--- config.mk ---
export PLATFORM = sky130hd
export DESIGN_NAME = kfl_div
export DESIGN_NICKNAME = d
export VERILOG_FILES = /design/src/sv/kfl_pkg.sv /design/src/sv/kfl_div.sv
export SDC_FILE = /design/constraint.sdc
export NUM_CORES = 1
export LEC_CHECK = 0
export ABC_AREA = 1
export BUFFER_PORTS_ARGS = -buffer_cell sky130_fd_sc_hd__buf_2
export CAP_MARGIN = 10
export CORE_UTILIZATION = 45
export CTS_CLUSTER_SIZE = 28
export DETAILED_ROUTE_END_ITERATION = 8
export GPL_TIMING_DRIVEN = 0
export HOLD_SLACK_MARGIN = 0.12
export MAX_ROUTING_LAYER = met4
export PLACE_DENSITY = 0.66
export SETUP_SLACK_MARGIN = 0.4
export SLEW_MARGIN = 5
export SYNTH_ARGS = -nofsm -noshare
export SYNTH_HDL_FRONTEND = slang
export SYNTH_SLANG_ARGS = --single-unit
--- constraint.sdc ---
create_clock -name clock -period 3.03 [get_ports clock]
set_clock_uncertainty 0.15 [all_clocks]
set_input_delay 0.606 -clock clock [delete_from_list [all_inputs] [get_ports clock]]
set_output_delay 0.606 -clock clock [all_outputs]
set_load 0.02 [all_outputs]
--- src/sv/kfl_pkg.sv ---
`default_nettype none
package kfl_pkg;

   localparam int MAX_KEYS    = 64;
   localparam int IDX_W       = $clog2(MAX_KEYS);
   localparam int CNT_W       = $clog2(MAX_KEYS + 1);
   localparam int KEY_COUNT_W = 7;
   localparam int TIME_W      = 32;
   localparam int VAL_W       = 32;
   localparam int FRAC_W      = 16;
   localparam int SLOT_W      = 6;
   localparam int SEG_W       = 6;

   localparam logic CMD_LOAD   = 1'b0;
   localparam logic CMD_SAMPLE = 1'b1;

   typedef struct packed {
      logic signed [VAL_W-1:0] x;
      logic signed [VAL_W-1:0] y;
      logic signed [VAL_W-1:0] z;
   } vec_type;

   typedef struct packed {
      logic                     command;
      logic [SLOT_W-1:0]        key_slot;
      logic [TIME_W-1:0]        time_req;
      logic signed [VAL_W-1:0]  value_x;
      logic signed [VAL_W-1:0]  value_y;
      logic signed [VAL_W-1:0]  value_z;
   } req_type;

   typedef struct packed {
      logic signed [VAL_W-1:0]  out_x;
      logic signed [VAL_W-1:0]  out_y;
      logic signed [VAL_W-1:0]  out_z;
      logic [SEG_W-1:0]         segment;
      logic                     past_end;
   } rsp_type;

endpackage
`default_nettype wire

--- src/sv/kfl_div.sv ---
`default_nettype none
// Restoring divider: one quotient bit per cycle, FRAC_W quotient bits.
// The numerator is below the denominator, so the quotient fits FRAC_W bits.
module kfl_div (
   input  wire logic                       clock,
   input  wire logic                       reset,
   input  wire logic                       start,
   input  wire logic [kfl_pkg::TIME_W-1:0] num,
   input  wire logic [kfl_pkg::TIME_W-1:0] den,
   output logic                            done,
   output logic [kfl_pkg::FRAC_W-1:0]      quo
);
   import kfl_pkg::*;

   localparam int STEP_W = $clog2(FRAC_W + 1);

   logic                busy_ff, busy_in;
   logic                done_ff, done_in;
   logic [STEP_W-1:0]   step_ff, step_in;
   logic [TIME_W-1:0]   rem_ff, rem_in;
   logic [TIME_W-1:0]   den_ff, den_in;
   logic [FRAC_W-1:0]   quo_ff, quo_in;
   logic [TIME_W:0]     rem_dbl;
   logic [TIME_W:0]     rem_sub;

   always_comb begin
      busy_in = busy_ff;
      done_in = 1'b0;
      step_in = step_ff;
      rem_in  = rem_ff;
      den_in  = den_ff;
      quo_in  = quo_ff;
      rem_dbl = {rem_ff, 1'b0};
      rem_sub = rem_dbl - {1'b0, den_ff};
      if (start) begin
         busy_in = 1'b1;
         step_in = '0;
         rem_in  = num;
         den_in  = den;
      end else if (busy_ff) begin
         if (rem_dbl >= {1'b0, den_ff}) begin
            rem_in = rem_sub[TIME_W-1:0];
            quo_in = {quo_ff[FRAC_W-2:0], 1'b1};
         end else begin
            rem_in = rem_dbl[TIME_W-1:0];
            quo_in = {quo_ff[FRAC_W-2:0], 1'b0};
         end
         step_in = step_ff + 1'b1;
         if (step_ff == STEP_W'(FRAC_W - 1)) begin
            busy_in = 1'b0;
            done_in = 1'b1;
         end
      end
   end

   always_ff @(posedge clock) begin
      if (reset) begin
         busy_ff <= 1'b0;
         done_ff <= 1'b0;
      end else begin
         busy_ff <= busy_in;
         done_ff <= done_in;
      end
      step_ff <= step_in;
      rem_ff  <= rem_in;
      den_ff  <= den_in;
      quo_ff  <= quo_in;
   end

   assign done = done_ff;
   assign quo  = quo_ff;

endmodule
`default_nettype wire

* Yosys cells after proc, flatten, opt, wreduce, memory -nomap -nowiden
Cells that the tools add are included.
** Operators by class
- Reduce and logical (&&, ||, !) cells :: 3
- Eq/ne operators :: 1
- Multiplexer cells :: 8
- $add $sub $neg :: 2
- Magnitude comparators :: 1
- Bitwise operators :: 2
** Operators by type and width (count)
- two-way mux 32 bit :: 3
- greater-or-equal comparator 33 x 32 -> 1 bit :: 1
- subtractor 32 bit :: 1
- adder 5 x 1 -> 5 bit (second input constant) :: 1
- == test 5 x 4 -> 1 bit (second input constant) :: 1
- two-way mux 1 bit :: 5
- OR reduction 3 bit :: 1
- inverter 1 bit :: 2
- AND reduction 2 bit :: 1
- nonzero test 2 bit :: 1
** Storage, ports and cells
- Bits in registers :: 87
- Output and inout port bits :: 17
- Word-level logic and storage cells :: 23

* Depth between registers and ports, before layout
- Depth after elaboration :: 4
- Mapped depth :: 17
- Gate-level depth less buffers :: 16

* Worst setup path after synthesis
Ideal clock, no wire load.
- Path type :: register to register
- Start point :: register rem_ff[21]
- End point :: register rem_ff[25] (data pin)
- Buffers on the path :: 1
- Cell stages (with the launch flop) :: 15
- Required time :: 2628 ps
- Clock period less this slack :: 2172 ps
- Data arrival time :: 1770 ps
- Setup time :: 252 ps
- Path slack :: 858 ps
- Cell sequence :: edfxtp_1 > ha_1 > nand2_1 > inv_2 > nand2_2 > inv_2 > a21oi_2 > nor2_1 > nor2_4 > buf_6 > nand3_1 > nand2_1 > clkinv_1 > nand2_1 > nand2_1
** Between the ends
- Word-level cells in the longest chain between the ends :: 4
** RTL lines
- start, declared :: line kfl_div.sv:20 : logic [TIME_W-1:0] rem_ff, rem_in;
- start signal, assigned :: line kfl_div.sv:65 : rem_ff <= rem_in;
- subtractor 32 bit / greater-or-equal comparator 33 x 32 -> 1 bit (equally long branches) :: line kfl_div.sv:34, kfl_div.sv:41
- two-way mux 32 bit (*) :: line kfl_div.sv:41 : if (rem_dbl >= {1'b0, den_ff}) begin
- two-way mux 32 bit (*) :: line kfl_div.sv:40 : end else if (busy_ff) begin
- two-way mux 32 bit (*) :: line kfl_div.sv:35 : if (start) begin
- via rem_in[25] :: line kfl_div.sv:20
The timed path passes the listed nets; every way through them passes the cells marked *. The select of a mux whose other input is x is not followed.
A chain may end at the register's enable or synchronous reset.

* Final worst setup path
- Start point :: register rem_ff[23]
- End point :: register rem_ff[22] (data pin)
** Between the ends
- Word-level cells in the longest chain between the ends :: 4
** RTL lines (line)
- greater-or-equal comparator 33 x 32 -> 1 bit :: kfl_div.sv:41
- two-way mux 32 bit :: kfl_div.sv:41
- two-way mux 32 bit :: kfl_div.sv:40
- two-way mux 32 bit :: kfl_div.sv:35
- via rem_in[22] :: kfl_div.sv:20
The timed path passes the listed nets, and every way through them passes these cells. The select of a mux whose other input is x is not followed.

==> results.ini <==
[outcome]
status = complete, no violations

[worst_hold_path]
hold_path_class = primary input to flip-flop
hold-path-cell-count = 1
hp-start = den[15]
whs_endpoint = den_ff[15]

[global_route]
grt_pass1_wl_um = 27700
antenna_found_initial = 0
overflow = 0
track_usage = 0.264
grt_max_degree = 35
grt_pass1_vias = 5548

[drt]
vias_per_cell = 4.98
dr.pass1.iters = 5
wl_per_cell_um = 15.6
vias = 5655
drtIter0Drc = 294
ant_nets = 0
wirelength_um = 17700
drc = 0

[setup_path]
start_kind = flip-flop
rrSetupSlack_ns = 0.53
cp-end-kind = flip-flop
worstPathArrival_ns = 2.46
path_max_fanout = 10
worstReg2RegEnd = rem_ff[22]
reg2reg_from = rem_ff[23]
required_ns = 3.00
worstSetupPathType = flip-flop to flip-flop
r2r_cells = 12

[die]
placementRows = 42
initial_utilization = 0.468
dieArea_um2 = 14400
boundaryPins = 84
core-area_um2 = 13400
fp.dieW_um = 120
fp.dieH_um = 120

[yosys]
ys_seq_area_frac = 0.405
ys_warn_count = 0
syn_area_um2 = 6270
ys_ff_latch = 87
synth_edf_count = 80
ys_types = 35
postSynthAreaPerCell_um2 = 7.29
async_flop_share = 0
synth_flop_cell = edfxtp_1
netlist_instances = 860
syn_nets = 962

[clock_tree]
h-tree-depth = 3
cts_sinks = 87
cts_made_buffers = 9
clk_latency_ns = 0.36
cts_tree = built
hold_buffers = 0
root_buffer = clkbuf_16
path_clk_slew_ns = 0.08
clockBufferDepth = 2

[place]
gp_congestion = 0.922
port_buffers = 83
place_worst_setup_slack_ns = -0.376
post-dp-hpwl_um = 13500

[cells_and_area]
area_delta_synth_final_pct = 20.3
drive_gt1_frac = 0.186
antenna_cells = 0
nNetsFinal = 1056

[power]
leakage_nw = 3.80
power_frac_comb = 0.452
intPower_w = 0.00296
irDropWorstVdd_mv = 0.407
p_sw_frac = 0.407
seq_power_share = 0.321
p_switching_w = 0.00203
p_clk_frac = 0.227
powerDensity_nw_per_um2 = 661

[timing]
worstMarginPinSlew_ns = 0.897
rsz0062_at_grt = true
setup_slack_ns = 0.534
max_freq_ghz = 0.401
post-route-period-util = 0.824
maxSlewViolCount = 0
finalHoldViolCount = 0
slew-limit-headroom = 0.401
setup-violations-final = 0
hold_ws_ns = 0.267
finalCriticalPeriod_ns = 2.50

[flow_run]
drv_cap = 0

-- worst max-delay path, cell delays in order (launching register included) --
cell	delay [ns]
edfxtp_1	0.41
ha_2	0.37
nand2_1	0.14
inv_2	0.05
nand2_2	0.07
inv_2	0.05
a21oi_2	0.16
nor2_2	0.06
nor2_4	0.21
clkbuf_4	0.29
nand3b_1	0.13
nand3_1	0.10
nand2_1	0.06
-- cell usage after synthesis (8+ instances only) --
library cell	instances	share of area
a21oi_1	20	0.016
edfxtp_1	80	0.38
ha_1	34	0.068
inv_1	164	0.098
nand2_1	329	0.20
nand3_1	62	0.049
nand3_2	10	0.016
nand3b_1	25	0.030
nand4_1	8	0.0080
nor2_1	43	0.026
xnor2_1	13	0.018
-- placed cells by master, fill, tap and decap left out, types with 4 or more instances in the layout --
cell and instances:
edfxtp_1 80, nor2_1 34, nand2_2 6, and2_1 7, nand4_1 8, ha_4 20, buf_6 5, nand2_1 327
nand3b_1 25, o21ai_0 5, nor2_2 12, inv_1 163, xnor2_1 13, a21oi_1 17, o21a_1 4, nand3_1 59
nor3_1 6, clkbuf_16 9, inv_2 4, ha_1 9, buf_2 82, dfxtp_1 7, clkbuf_1 6, a21oi_2 4
ha_2 5, nand3_2 13
-- layout make-up --
class	count	area, um^2
plain buffers	16	118
clock buffers	9	225
clock inverters	7	72.6
fillers	1359	5860
inverters	169	634
multi-input cells	588	3310
flip-flops and latches	87	2540
well taps	176	220
repair buffers	83	422
-- timing repair --
| item | in CTS | in global routing |
|---|---|---|
| pin swaps | 0 | 3 |
| endpoints found under the setup margin | 65 | 31 |
| resized for setup | 2 | 57 |
| setup buffers | 0 | 0 |
-- metal layers --
metal	up-vias	wire [um]	track usage
li1	2886	-	-
met1	2617	8440	0.348
met2	125	8050	0.415
met3	27	734	0.0304
met4	0	465	0.100
met5	-	0	-
-- worst max-delay path by stage --
stage                from         end  slack, ns  depth (start not counted)
2_1_floorplan  rem_ff[21]  rem_ff[25]       0.86                         14
3_3_place_gp        start  rem_ff[13]      -0.58                          4
3_5_place_dp        start  rem_ff[18]      -0.38                          6
4_1_cts        rem_ff[23]  rem_ff[20]       0.37                         10
5_1_grt        den_ff[24]  rem_ff[25]       0.39                         15
6_report       rem_ff[23]  rem_ff[22]       0.53                         12
-- kinds of logic after synthesis --
logic type	after synthesis	synth area share
flip-flops	87	0.405
AO/OA/AOI/OAI	34	0.0305
XOR/XNOR	14	0.0196
AND/OR/NAND/NOR	505	0.355
buffers and inverters	185	0.118
adder cells (fa/ha/maj)	35	0.0710
-- flip-flops by register name, summed over array words and instances (netlist names) --
register	cells
rem_ff	32
quo	16
den_ff	32
busy_ff	1
done	1
step_ff	5
-- power groups by stage --
stage	clock network, W	logic (W)	registers, W
after CTS	0.00115	0.00207	0.00157
after floorplan	0	0.00151	0.00158
after global routing	0.00118	0.00254	0.00162
final	0.00113	0.00225	0.00160
after global placement	0	0.00204	0.00159
after detailed placement	0	0.00206	0.00159
-- metrics by stage --
stage	cells	TNS [ns]	util	area [um^2]	power, W
floorplan	860	0	-	6270	0.00309
global route	1135	0	0.563	7540	0.00533
global placement	1119	-27.26	0.515	6910	0.00363
detailed placement	1119	-13.28	0.516	6910	0.00365
finish	1135	0	0.563	7540	0.00499
CTS	1135	0	0.538	7210	0.00478
No activity file was read; power rests on OpenSTA's default activity.
