## src/sv/kfl_pkg.sv

```systemverilog
`default_nettype none
package kfl_pkg;

   localparam int MAX_KEYS    = 64;
   localparam int IDX_W       = $clog2(MAX_KEYS);
   localparam int CNT_W       = $clog2(MAX_KEYS + 1);
   localparam int KEY_COUNT_W = 7;
   localparam int TIME_W      = 32;
   localparam int VAL_W       = 32;
   localparam int FRAC_W      = 16;
   localparam int SLOT_W      = 6;
   localparam int SEG_W       = 6;

   localparam logic CMD_LOAD   = 1'b0;
   localparam logic CMD_SAMPLE = 1'b1;

   typedef struct packed {
      logic signed [VAL_W-1:0] x;
      logic signed [VAL_W-1:0] y;
      logic signed [VAL_W-1:0] z;
   } vec_type;

   typedef struct packed {
      logic                     command;
      logic [SLOT_W-1:0]        key_slot;
      logic [TIME_W-1:0]        time_req;
      logic signed [VAL_W-1:0]  value_x;
      logic signed [VAL_W-1:0]  value_y;
      logic signed [VAL_W-1:0]  value_z;
   } req_type;

   typedef struct packed {
      logic signed [VAL_W-1:0]  out_x;
      logic signed [VAL_W-1:0]  out_y;
      logic signed [VAL_W-1:0]  out_z;
      logic [SEG_W-1:0]         segment;
      logic                     past_end;
   } rsp_type;

endpackage
`default_nettype wire

```

## src/sv/kfl_lerp.sv

```systemverilog
`default_nettype none
// Three-lane blend: difference, product with the fraction, then the sum.
// The product's low FRAC_W bits are dropped, which floors towards minus infinity.
module kfl_lerp (
   input  wire logic                       clock,
   input  wire logic                       reset,
   input  wire logic                       start,
   input  wire kfl_pkg::vec_type           vec_a,
   input  wire kfl_pkg::vec_type           vec_b,
   input  wire logic [kfl_pkg::FRAC_W-1:0] frac,
   output logic                            done,
   output kfl_pkg::vec_type                res
);
   import kfl_pkg::*;

   localparam int DIFF_W = VAL_W + 1;
   localparam int PROD_W = DIFF_W + FRAC_W + 1;

   logic                     v1_ff, v2_ff, v3_ff;
   logic signed [VAL_W-1:0]  a_lane   [3];
   logic signed [VAL_W-1:0]  b_lane   [3];
   logic signed [VAL_W-1:0]  a1_ff    [3];
   logic signed [VAL_W-1:0]  a2_ff    [3];
   logic signed [DIFF_W-1:0] diff_ff  [3];
   logic [FRAC_W-1:0]        frac_ff;
   logic [VAL_W-1:0]         prod_ff  [3];
   logic [VAL_W-1:0]         sum_ff   [3];
   logic signed [PROD_W-1:0] prod_full [3];

   assign a_lane[0] = vec_a.x;
   assign a_lane[1] = vec_a.y;
   assign a_lane[2] = vec_a.z;
   assign b_lane[0] = vec_b.x;
   assign b_lane[1] = vec_b.y;
   assign b_lane[2] = vec_b.z;

   for (genvar c = 0; c < 3; c++) begin : g_lane
      assign prod_full[c] = diff_ff[c] * $signed({1'b0, frac_ff});

      always_ff @(posedge clock) begin
         if (start) begin
            diff_ff[c] <= DIFF_W'(b_lane[c]) - DIFF_W'(a_lane[c]);
            a1_ff[c]   <= a_lane[c];
         end
         prod_ff[c] <= prod_full[c][FRAC_W +: VAL_W];
         a2_ff[c]   <= a1_ff[c];
         sum_ff[c]  <= a2_ff[c] + prod_ff[c];
      end
   end

   always_ff @(posedge clock) begin
      if (start) begin
         frac_ff <= frac;
      end
      if (reset) begin
         v1_ff <= 1'b0;
         v2_ff <= 1'b0;
         v3_ff <= 1'b0;
      end else begin
         v1_ff <= start;
         v2_ff <= v1_ff;
         v3_ff <= v2_ff;
      end
   end

   assign done  = v3_ff;
   assign res.x = sum_ff[0];
   assign res.y = sum_ff[1];
   assign res.z = sum_ff[2];

endmodule
`default_nettype wire

```

## config.mk

```make
export PLATFORM = sky130hd
export DESIGN_NAME = kfl_lerp
export DESIGN_NICKNAME = d
export VERILOG_FILES = /design/src/sv/kfl_pkg.sv /design/src/sv/kfl_lerp.sv
export SDC_FILE = /design/constraint.sdc
export NUM_CORES = 2
export LEC_CHECK = 0
export ABC_AREA = 1
export BUFFER_PORTS_ARGS = -buffer_cell sky130_fd_sc_hd__buf_2
export CORE_MARGIN = 4
export CORE_UTILIZATION = 40
export CTS_CLUSTER_DIAMETER = 100
export DETAILED_ROUTE_END_ITERATION = 10
export GPL_ROUTABILITY_DRIVEN = 0
export PLACE_DENSITY_LB_ADDON = 0.25
export SETUP_SLACK_MARGIN = 0.05
export SYNTH_ARGS = -nofsm -noshare
export SYNTH_HDL_FRONTEND = slang
export SYNTH_SLANG_ARGS = --single-unit
```

## constraint.sdc

```tcl
create_clock -name clock -period 11.85 [get_ports clock]
set_input_delay 1.185 -clock clock [delete_from_list [all_inputs] [get_ports clock]]
set_output_delay 1.185 -clock clock [all_outputs]
set_load 0.05 [all_outputs]
```

Word-level counts from Yosys, hierarchy flattened. Memories as Yosys holds them, arrays and structs flattened. Cells that the tools add are included.

Flip-flop bits (word level): 19. RAM bits: 483. Input port bits: 211. Output and inout bits: 97. Word-level logic and storage cells: 20. Memories: 5.

$add $sub $neg: 6. Multipliers: 3. Mux-type cells: 2.

Memories: diff_ff (depth 3, bits a word 33, rd ports 3, clocked after memory_dff 0, wr ports 3, RTL line kfl_lerp.sv:24) `logic signed [DIFF_W-1:0] diff_ff [3];`; a1_ff (depth 3, bits a word 32, rd ports 3, clocked after memory_dff 0, wr ports 3, RTL line kfl_lerp.sv:22) `logic signed [VAL_W-1:0] a1_ff [3];`; a2_ff (depth 3, bits a word 32, rd ports 3, clocked after memory_dff 0, wr ports 3, RTL line kfl_lerp.sv:23) `logic signed [VAL_W-1:0] a2_ff [3];`; prod_ff (depth 3, bits a word 32, rd ports 3, clocked after memory_dff 0, wr ports 3, RTL line kfl_lerp.sv:26) `logic [VAL_W-1:0] prod_ff [3];`; sum_ff (depth 3, bits a word 32, rd ports 3, clocked after memory_dff 0, wr ports 3, RTL line kfl_lerp.sv:27) `logic [VAL_W-1:0] sum_ff [3];`.

Operators with widths (number): $mul 33x17->48 (3); $sub 32x32->33 (3); $add 32x32->32 (3); $mux 1 (2).

Logic depth before layout (Yosys ltp).
Depth in word-level cells: 2. Gate-level depth with buffers: 30. Mapped depth without buffers: 27.

Worst setup path before layout. Ideal clock, no wire load.

Kind: reg-to-reg. From: reg frac_ff[3]. To: mem prod_ff[1][31], in the netlist prod_ff[0][63]. Setup time: 112 ps. Arrival time: 5773 ps. Required time: 11738 ps. Setup slack: 5964 ps. Stages on the path, launching flop included: 26. Buffers on the path: 3. Period minus slack after synthesis: 5886 ps. Cells stage by stage: edfxtp_1 -> clkbuf_1 -> clkbuf_1 -> clkbuf_1 -> nand2_1 -> fa_1 -> fa_1 -> inv_1 -> fa_1 -> fa_1 -> fa_1 -> inv_1 -> fa_1 -> inv_1 -> ha_1 -> nand2_1 -> inv_1 -> nand2_1 -> nor3_1 -> nand2_1 -> nor2_1 -> nand2_1 -> nand3_1 -> inv_1 -> nand2_1 -> nand2_1.

RTL lines: start, declared (RTL line kfl_lerp.sv:25) `logic [FRAC_W-1:0] frac_ff;`; start signal, assigned (RTL line kfl_lerp.sv:53) `frac_ff <= frac;`; end, declared (RTL line kfl_lerp.sv:26).

==> impl_metrics.py <==
metrics = {
    "clock_tree": {
        "path_clk_slew_ns": 0.06,
        "ctsRootBufferMaster": "clkbuf_16",
        "cts_hold_buffers": 0,
        "clkSinkCount": 502,
        "postCtsSetupRepairBufs": 0,
        "cts_max_level": 3,
        "clockBufferDepth": 3,
        "clk_latency_ns": 0.73,
        "cts_resized": 0,
        "cts_tree": "built",
        "cts_made_buffers": 68,
    },
    "floorplan": {
        "rows": 167,
        "pin_count": 308,
        "die_x_um": 464,
        "start_util_pct": 40.2,
        "fp.dieH_um": 464,
        "die-area_um2": 215000,
        "coreArea_um2": 207000,
    },
    "timing": {
        "slew_headroom_pct": 22.7,
        "finalHoldViolCount": 0,
        "worst_pin_slew_ns": 1.16,
        "setup_viol": 0,
        "min_period_ns": 7.32,
        "slew_viol_final": 0,
        "fmax_mhz": 137,
        "period_share_pct": 61.8,
        "skew_ns": 0.0799,
        "tns_ns": 0,
        "rsz0062_at_grt": "false",
        "hold_ws_ns": 0.326,
    },
    "final_layout": {
        "design_area_um2": 89400,
        "nNetsFinal": 13200,
        "layout-drive-gt1-share_pct": 4.62,
        "fill_cells": 20900,
        "finalNonFillerCells": 13700,
        "area_delta_synth_final_pct": 7.59,
    },
    "route": {
        "ant_nets": 0,
        "viasPerCell": 4.90,
        "drc": 0,
        "drtIter0Drc": 4770,
        "dr_total_vias": 67300,
        "wl_per_cell_um": 17.7,
        "drt_first_pass_iters": 6,
        "wl_mm": 243,
    },
    "synthesis": {
        "seq_area_frac_synth_pct": 14.6,
        "ys_seq_elements": 502,
        "syn_nets": 13100,
        "syn_area_per_cell_um2": 7.60,
        "yosysWarnings": 0,
        "netlist_area_um2": 83100,
        "netlist_instances": 10900,
        "yosysUniqueCellTypes": 42,
    },
    "critical_path": {
        "worstPathRequired_ns": 12.41,
        "critical_path.startpoint_type": "flop",
        "r2r-end": "prod_ff[0][93]",
        "worstRegToRegCells": 22,
        "critPathCaptureType": "flop",
        "crit_path_max_fanout": 66,
        "r2r_slack_ns": 4.53,
        "reg2reg_from": "frac_ff[4]",
        "crit_type": "reg2reg",
        "cp.arrival_ns": 7.88,
    },
    "min_path": {
        "hold_depth": 0,
        "hold_class": "reg2reg",
        "hp-start": "a1_ff[0][34]",
        "hold_end": "a2_ff[0][34]",
    },
    "global_route": {
        "antenna_found_initial": 4,
        "grt_pass1_wl_mm": 389,
        "grt-ovfl-total": 0,
        "grt_usage_pct": 22.7,
        "grt_start_max_net_pins": 100,
        "grt_pass1_vias": 70400,
    },
    "run_status": {
        "outcome": "finished clean",
    },
    "placed_design": {
        "placed_cell_area_um2": 87000,
        "hpwl_mm": 193,
        "dp.cells": 13600,
        "place.port_buffers": 307,
    },
    "job": {
        "cap_violations": 0,
    },
}
[worst max-delay path by stage]
stage                    start        endpoint  slack (ns)
global route        frac_ff[4]  prod_ff[0][93]        4.20
global placement    frac_ff[4]  prod_ff[0][93]        4.82
finish              frac_ff[4]  prod_ff[0][93]        4.53
CTS                 frac_ff[4]  prod_ff[0][93]        4.65
detailed placement  frac_ff[4]  prod_ff[0][93]        4.76
floorplan           frac_ff[3]  prod_ff[0][63]        5.96
[sequential cells by signal (all words and copies together), names as in the netlist]
register / flops
diff_ff: 99
v2_ff: 1
v1_ff: 1
prod_ff: 96
done: 1
a1_ff: 96
a2_ff: 96
sum_ff: 96
frac_ff: 16
[final cells by class]
| cell class | count | area, um^2 | area share [%] |
|---|---|---|---|
| Tap cell | 2704 | 3380 | 3.79 |
| Sequential cell | 502 | 12200 | 13.6 |
| Antenna cell | 1 | 2.50 | 0.00280 |
| Clock inverter | 30 | 390 | 0.437 |
| Multi-Input combinational cell | 6906 | 57700 | 64.6 |
| Timing Repair Buffer | 344 | 1890 | 2.11 |
| Clock buffer | 96 | 2030 | 2.27 |
| Inverter | 3153 | 11800 | 13.2 |
[per-stage QoR]
| step | setup WS [ns] | util (%) |
|---|---|---|
| floorplan | 5.96 | - |
| global placement | 4.82 | 42.0 |
| detailed placement | 4.76 | 42.0 |
| CTS | 4.65 | 43.2 |
| global route | 4.20 | 43.2 |
| finish | 4.53 | 43.2 |
[routing by layer]
metal	GRT usage, %	share of wire (%)	vias up
li1	-	-	31600
met1	29.3	41	33300
met2	40.0	49	2065
met3	2.53	5.8	385
met4	7.34	3.4	2
met5	0	0.0054	-
[worst max-delay path, stage by stage (launching register included)]
cell and delay (ns):
edfxtp_1 0.32, buf_4 0.51, buf_4 0.83, nand2_1 0.16
fa_1 0.66, fa_1 0.75, inv_1 0.21, fa_1 0.50
fa_1 0.50, fa_1 0.48, inv_1 0.05, fa_1 0.47
inv_1 0.04, ha_1 0.36, nand2_1 0.12, inv_1 0.10
nand2_1 0.09, nor3_1 0.31, nand2_1 0.13, nor2_1 0.10
nand2_1 0.13, nand4_1 0.13, nand2_1 0.07
[cells in the mapped netlist (all sizes together)]
cell    instances  area (um^2)
a21boi         32          240
a21o           34          255
a21oi         342         1730
a31oi           9         56.3
and2            2         12.5
and3           10         62.6
buf            30          115
clkbuf        338         1270
dfxtp         291         5830
edfxtp        211         6340
fa           1473        29500
ha            525         6570
inv          3153        11800
nand2        3092        11600
nand3         274         1390
nand3b         25          188
nand4          66          413
nor2          486         1910
nor3           50          250
nor3b           3         37.5
nor4           12         81.3
o211ai         16          120
o21a           13         97.6
o21ai         168          882
o21bai         76          571
o311ai          3         26.3
o31a            1         8.76
or2             7         43.8
xnor2          37          324
xor2          150         1310
[kinds of logic after synthesis]
logic type / synth area share, %
xor gates and xnor gates: 1.97
buffers and inverters: 15.9
AOI/OAI and AO/OA: 4.80
DFF: 14.6
adders and majority gates: 43.4
and+or+nand+nor: 19.3
[layout by cell type, fill, tap and decap left out, types with 147 or more instances in the layout]
master    netlist  layout
xor2_1        150     150
dfxtp_1       291     291
nor2_1        466     466
nand3_1       271     271
edfxtp_1      211     211
inv_1        3146    3146
o21ai_0       147     147
a21oi_1       337     337
ha_1          525     525
buf_2           2     306
nand2_1      3084    3084
fa_1         1473    1473
Power is left out: the tool's default activity adds up to more than one toggle a clock period on the data nets, which glitch-free logic cannot reach.
